## src/rtl/core/rpn_pkg.sv

```systemverilog
`default_nettype none

package rpn_pkg;

    localparam int WORD_W      = 32;
    localparam int IDX_W       = 10;
    localparam int OP_W        = 3;
    localparam int STATUS_W    = 3;
    localparam int DEPTH_OUT_W = 11;
    localparam int STEP_W      = $clog2(WORD_W);

    // stream widths
    localparam int S_TDATA_W = 48;
    localparam int S_TUSER_W = OP_W;
    localparam int M_TDATA_W = 48;
    localparam int M_TUSER_W = STATUS_W;
    localparam int S_PAD_W   = S_TDATA_W - WORD_W - IDX_W;
    localparam int M_PAD_W   = M_TDATA_W - WORD_W - DEPTH_OUT_W;

    typedef enum logic [OP_W-1:0] {
        OP_PUSH        = 3'd0,
        OP_POP         = 3'd1,
        OP_PEEK_TOP    = 3'd2,
        OP_PEEK_BOTTOM = 3'd3,
        OP_ADD         = 3'd4,
        OP_SUB         = 3'd5,
        OP_MUL         = 3'd6,
        OP_DIV         = 3'd7
    } opcode_t;

    typedef enum logic [STATUS_W-1:0] {
        ST_OK           = 3'd0,
        ST_FULL         = 3'd1,
        ST_EMPTY        = 3'd2,
        ST_BAD_INDEX    = 3'd3,
        ST_FEW_OPERANDS = 3'd4,
        ST_DIV_ZERO     = 3'd5
    } status_t;

    typedef enum logic [2:0] {
        S_IDLE,
        S_DECODE,
        S_RD_WAIT,
        S_RD_LEFT,
        S_ALU_GO,
        S_ALU_WAIT,
        S_DONE
    } state_t;

    typedef enum logic [2:0] {
        AS_IDLE,
        AS_MUL,
        AS_ABS_A,
        AS_ABS_B,
        AS_DIV,
        AS_FIX,
        AS_DONE
    } alu_state_t;

    typedef struct packed {
        logic    start;
        opcode_t op;
    } alu_req_t;

    typedef struct packed {
        logic done;
        logic div_zero;
    } alu_rsp_t;

endpackage

`default_nettype wire

```

## src/rtl/core/rpn_alu.sv

```systemverilog
`default_nettype none

module rpn_alu
    import rpn_pkg::*;
(
    input  wire logic              clk,
    input  wire logic              rst_n,
    input  wire alu_req_t          req,
    input  wire logic [WORD_W-1:0] left,
    input  wire logic [WORD_W-1:0] right,
    output alu_rsp_t               rsp,
    output logic      [WORD_W-1:0] result
);

    localparam logic [STEP_W-1:0] LAST_STEP = STEP_W'(WORD_W - 1);

    alu_state_t        state_reg, state_next;
    logic [WORD_W-1:0] acc_reg, acc_next;
    logic [WORD_W-1:0] mcand_reg, mcand_next;     // multiplicand, or dividend/quotient
    logic [WORD_W-1:0] mplier_reg, mplier_next;   // multiplier, or divisor
    logic [WORD_W-1:0] rem_reg, rem_next;
    logic [STEP_W-1:0] cnt_reg, cnt_next;
    logic              sign_a_reg, sign_a_next;
    logic              sign_b_reg, sign_b_next;
    logic              divz_reg, divz_next;

    // the one shared adder
    logic [WORD_W:0]   add_a, add_b;
    logic              add_sub;
    logic [WORD_W+1:0] add_sum;
    logic              add_cout;

    assign add_sum  = {1'b0, add_a} + {1'b0, (add_sub ? ~add_b : add_b)}
                    + (WORD_W+2)'(add_sub);
    assign add_cout = add_sum[WORD_W+1];

    always_comb
    begin
        add_a   = '0;
        add_b   = '0;
        add_sub = 1'b0;
        unique case (state_reg)
            AS_IDLE:
            begin
                add_a   = {1'b0, left};
                add_b   = {1'b0, right};
                add_sub = (req.op == OP_SUB);
            end
            AS_MUL:
            begin
                add_a = {1'b0, acc_reg};
                add_b = {1'b0, mcand_reg};
            end
            AS_ABS_A, AS_FIX:
            begin
                add_b   = {1'b0, mcand_reg};
                add_sub = 1'b1;
            end
            AS_ABS_B:
            begin
                add_b   = {1'b0, mplier_reg};
                add_sub = 1'b1;
            end
            AS_DIV:
            begin
                add_a   = {rem_reg, mcand_reg[WORD_W-1]};
                add_b   = {1'b0, mplier_reg};
                add_sub = 1'b1;
            end
            AS_DONE:
            begin
                add_sub = 1'b0;
            end
            default:
            begin
                add_sub = 1'b0;
            end
        endcase
    end

    always_comb
    begin
        state_next  = state_reg;
        acc_next    = acc_reg;
        mcand_next  = mcand_reg;
        mplier_next = mplier_reg;
        rem_next    = rem_reg;
        cnt_next    = cnt_reg;
        sign_a_next = sign_a_reg;
        sign_b_next = sign_b_reg;
        divz_next   = divz_reg;
        rsp.done     = 1'b0;
        rsp.div_zero = divz_reg;

        unique case (state_reg)
            AS_IDLE:
            begin
                if (req.start)
                begin
                    divz_next = 1'b0;
                    cnt_next  = '0;
                    priority case (req.op)
                        OP_MUL:
                        begin
                            acc_next    = '0;
                            mcand_next  = left;
                            mplier_next = right;
                            state_next  = AS_MUL;
                        end
                        OP_DIV:
                        begin
                            mcand_next  = left;
                            mplier_next = right;
                            rem_next    = '0;
                            sign_a_next = left[WORD_W-1];
                            sign_b_next = right[WORD_W-1];
                            if (right == '0)
                            begin
                                divz_next  = 1'b1;
                                acc_next   = '0;
                                state_next = AS_DONE;
                            end
                            else
                            begin
                                state_next = AS_ABS_A;
                            end
                        end
                        default:
                        begin
                            // add and subtract finish in one pass
                            acc_next   = add_sum[WORD_W-1:0];
                            state_next = AS_DONE;
                        end
                    endcase
                end
            end
            AS_MUL:
            begin
                if (mplier_reg[0])
                begin
                    acc_next = add_sum[WORD_W-1:0];
                end
                mcand_next  = {mcand_reg[WORD_W-2:0], 1'b0};
                mplier_next = {1'b0, mplier_reg[WORD_W-1:1]};
                cnt_next    = cnt_reg + 1'b1;
                if (cnt_reg == LAST_STEP)
                begin
                    state_next = AS_DONE;
                end
            end
            AS_ABS_A:
            begin
                if (sign_a_reg)
                begin
                    mcand_next = add_sum[WORD_W-1:0];
                end
                state_next = AS_ABS_B;
            end
            AS_ABS_B:
            begin
                if (sign_b_reg)
                begin
                    mplier_next = add_sum[WORD_W-1:0];
                end
                state_next = AS_DIV;
            end
            AS_DIV:
            begin
                // restoring step: one quotient bit per cycle
                if (add_cout)
                begin
                    rem_next = add_sum[WORD_W-1:0];
                end
                else
                begin
                    rem_next = {rem_reg[WORD_W-2:0], mcand_reg[WORD_W-1]};
                end
                mcand_next = {mcand_reg[WORD_W-2:0], add_cout};
                cnt_next   = cnt_reg + 1'b1;
                if (cnt_reg == LAST_STEP)
                begin
                    state_next = AS_FIX;
                end
            end
            AS_FIX:
            begin
                // floor toward minus infinity when signs differ
                if (sign_a_reg ^ sign_b_reg)
                begin
                    acc_next = (rem_reg != '0) ? ~mcand_reg : add_sum[WORD_W-1:0];
                end
                else
                begin
                    acc_next = mcand_reg;
                end
                state_next = AS_DONE;
            end
            AS_DONE:
            begin
                rsp.done   = 1'b1;
                state_next = AS_IDLE;
            end
            default:
            begin
                state_next = AS_IDLE;
            end
        endcase
    end

    assign result = acc_reg;

    always_ff @(posedge clk or negedge rst_n)
    begin
        if (!rst_n)
        begin
            state_reg <= AS_IDLE;
        end
        else
        begin
            state_reg <= state_next;
        end
    end

    always_ff @(posedge clk)
    begin
        acc_reg    <= acc_next;
        mcand_reg  <= mcand_next;
        mplier_reg <= mplier_next;
        rem_reg    <= rem_next;
        cnt_reg    <= cnt_next;
        sign_a_reg <= sign_a_next;
        sign_b_reg <= sign_b_next;
        divz_reg   <= divz_next;
    end

endmodule

`default_nettype wire

```

## config.mk

```make
export PLATFORM = sky130hd
export DESIGN_NAME = rpn_alu
export DESIGN_NICKNAME = d
export VERILOG_FILES = /design/src/rtl/core/rpn_pkg.sv /design/src/rtl/core/rpn_alu.sv
export SDC_FILE = /design/constraint.sdc
export NUM_CORES = 1
export LEC_CHECK = 0
export ABC_AREA = 1
export BUFFER_PORTS_ARGS = -buffer_cell sky130_fd_sc_hd__clkbuf_2
export CORE_UTILIZATION = 40
export CTS_CLUSTER_SIZE = 40
export DETAILED_ROUTE_END_ITERATION = 8
export SKIP_CTS_REPAIR_TIMING = 1
export SLEW_MARGIN = 20
export SYNTH_ARGS = -nofsm -noshare
export SYNTH_HDL_FRONTEND = slang
export SYNTH_SLANG_ARGS = --single-unit
```

## constraint.sdc

```tcl
create_clock -name clk -period 5.7 [get_ports clk]
set_clock_uncertainty 0.05 [all_clocks]
set_input_delay 1.14 -clock clk [delete_from_list [all_inputs] [get_ports clk]]
set_output_delay 1.14 -clock clk [all_outputs]
set_load 0.05 [all_outputs]
```

==> impl_results.md <==
- Critical Path Fanout Max: 28
- Initial antenna violation count: 1
- Critical Path Start: state_reg[2]$_DFFE_PN0P_
- Layout Nets: approximately 1.6k
- #FFs+latches synth: 139
- Placement Rows: 59
- CTS Root Buffer Type: clkbuf_16
- CTS tree: yes
- Total wire length: between 40 and 50 mm
- Crit path kind: flop to flop
- Final Max Slew Viols: 0
- Leading cell type in the layout, fill and taps excluded: nand2_1
- Post-route cell area: 12090 µm²
- Final Hold Viols: 0
- Min Clock Period, post-route: approximately 4.6 ns
- CP Cell Sequence: inv_2 > nand2_4 > inv_2 > nand2_1 > nand3_2 > nand2_1 > nand2_2 > inv_1 > fa_1 > inv_1 > nand3_1 > nand2_1 > nand2_1 > nand3_1 > nand2_1 > o21ai_0 > nand2_1 > nand2_1 > nand4_1 > nand3_1 > nand2_1 > nand2_1 > o211ai_1
- Detailed-placement wirelength estimate: between 30 and 40 mm
- Crit-path leading delay family: simple AND/OR/NAND/NOR gates
- Setup WS pre-CTS: around 0.86 ns
- Worst skew pair latency: about 0.44 ns
- Setup Viol. Count Final: 0
- Worst path most repeated cell: nand2_1
- Multi-input logic area: between 5000 and 6000 µm²
- Setup ws final: approximately 1.1 ns
- First-pass GRT wire length: ~63 mm
- Fmax: 0.2173 GHz
- Initial drt markers: roughly 1.4k
- Tcrit/Tclk final: 80.73%
- Core box area: roughly 26000 µm²
- Reg2reg start: state_reg[2]$_DFFE_PN0P_
- CP required: about 5.8 ns
- WL/cell: about 23 µm
- Share of post-route cells with drive strength above 1: between 10% and 20%
- DRT antenna net count: 0
- Reg area: about 4200 µm²
- Ports: about 100
- Cells after Synth: between 1k and 1.5k
- Slowest stage delay, CP: roughly 0.58 ns
- CP arrival: between 4 and 5 ns
- Mean cell area of the mapped netlist: 7.566 µm²
- Slew @ Worst Pin: approximately 0.89 ns
- Die height: roughly 160 µm
- Clk sink count: approximately 140
- Post-Syn Nets: 1500
- Vias in the first global route: approximately 10k
- Fin cells: around 1.8k
- Fin Setup TNS: 0 ns
- EDFF count, synth: between 100 and 150
- Placed Cells: approximately 1.8k
- Die area: about 27000 µm²
- RSZ-0062 raised after global routing: false
- Largest net degree at the start of global routing: 38
- GR Overflow Total: 0
- Min-delay worst type: input pin to asynchronous set/reset pin
- RD Place Congestion: roughly 1
- Ys async rst share: approximately 2.2%
- # port buffers: slightly above 100
- Area grow syn2layout: 14.53%
- Most frequent cells in the layout: nand2_1, edfxtp_1, inv_1, nor2_1, clkbuf_2
- Via density: about 6
- Max-cap viol count: 0
- Fillers: 2666
- Cell variety after synth: ~50
- Slowest cell on crit path: inv_2
- Synth Cell Area: around 11000 µm²
- Worst reg2reg setup slack: roughly 1.1 ns
- Startpoint types: flop
- Total CTS buffers: 17
- DIE WIDTH: about 160 µm
- Status: complete, no violations
- Seq/Total Area, Yosys: 39.40%
- DR pass1 iterations: 6
- Tot GR Track Use: 31.86%
- Initial Util: around two fifths
- Critical Path Sink Type: flop
- Dpl cell area: 11540 µm²
- Main synth FF type: edfxtp_1
- DRC viols: 0
- Slew HR: between 40% and 50%
- Antenna diodes: 0
- Via Count: 10.97k
- Deepest clock path buffer count: 2
- Ys Warns: 0
- Worst path bufs/invs: 4
- Clk slew on worst S/H paths: approximately 0.07 ns
- H-tree depth: 4
cells by family (layout without fill, tap and decap cells):
| family | count (synthesis) | in the layout | synth area share (%) |
|---|---|---|---|
| buf+inv | 206 | 312 | 7.503 |
| flops | 139 | 139 | 39.40 |
| fa+ha+maj | 35 | 35 | 4.220 |
| compound gates | 318 | 318 | 18.82 |
| simple gates | 643 | 643 | 25.43 |
| xor+xnor | 54 | 54 | 4.623 |
worst paths after layout:
check | endpoint | depth (start not counted)
setup / recovery | mplier_reg[26]$_DFFE_PP_ | 23
hold / removal | state_reg[1]$_DFFE_PN0P_ | 1
setup reg to reg | mplier_reg[26]$_DFFE_PP_ | 23
hold reg to reg | mplier_reg[18]$_DFFE_PP_ | 2
max in group asynchronous | state_reg[2]$_DFFE_PN0P_ | 1
min in group clk | mplier_reg[18]$_DFFE_PP_ | 2
per-layer routing:
layer / global-route usage [%] / share of wire [%]
met1: 47.98 / 43
met2: 45.01 / 41
met3: 7.032 / 13
met4: 9.299 / 2.3
met5: 0 / 0
per-stage QoR:
step / util (%) / hold WS [ns]
2_1_floorplan: - / 0.4831
3_3_place_gp: 44.41 / 0.4955
3_5_place_dp: 44.41 / 0.5156
4_1_cts: 46.52 / 0.4363
5_1_grt: 46.52 / 0.4306
6_report: 46.52 / 0.4389
synth_stat cells, types with 8 or more instances:
library cell / count / area share (%)
o211ai_1: 60 / 4.3
xor2_1: 44 / 3.7
nand2_1: 397 / 14
edfxtp_1: 136 / 39
inv_2: 10 / 0.36
nor4_1: 18 / 1.1
nand3_1: 76 / 3.6
o21ai_1: 13 / 0.62
o21ai_0: 102 / 4.8
o22ai_1: 11 / 0.65
a22oi_1: 22 / 1.6
buf_2: 9 / 0.43
inv_1: 133 / 4.7
clkbuf_1: 43 / 1.5
nand2_2: 11 / 0.65
ha_1: 34 / 4.0
nor2_1: 105 / 3.7
nor3_1: 12 / 0.57
o221ai_1: 17 / 1.4
buf_1: 8 / 0.28
a21oi_1: 60 / 2.8
xnor2_1: 8 / 0.66
layout make-up:
class / count / share of cell area (%)
Clock buffer: 18 / 3.550
Inverter: 144 / 4.471
Multi-Input combinational cell: 1050 / 46.74
Timing Repair Buffer: 137 / 6.375
Sequential cell: 139 / 34.40
Clock inverter: 13 / 0.9936
Tap cell: 335 / 3.467
Power is not shown: default switching activity piles up to over one toggle a cycle in this logic, so the estimate is an artifact.
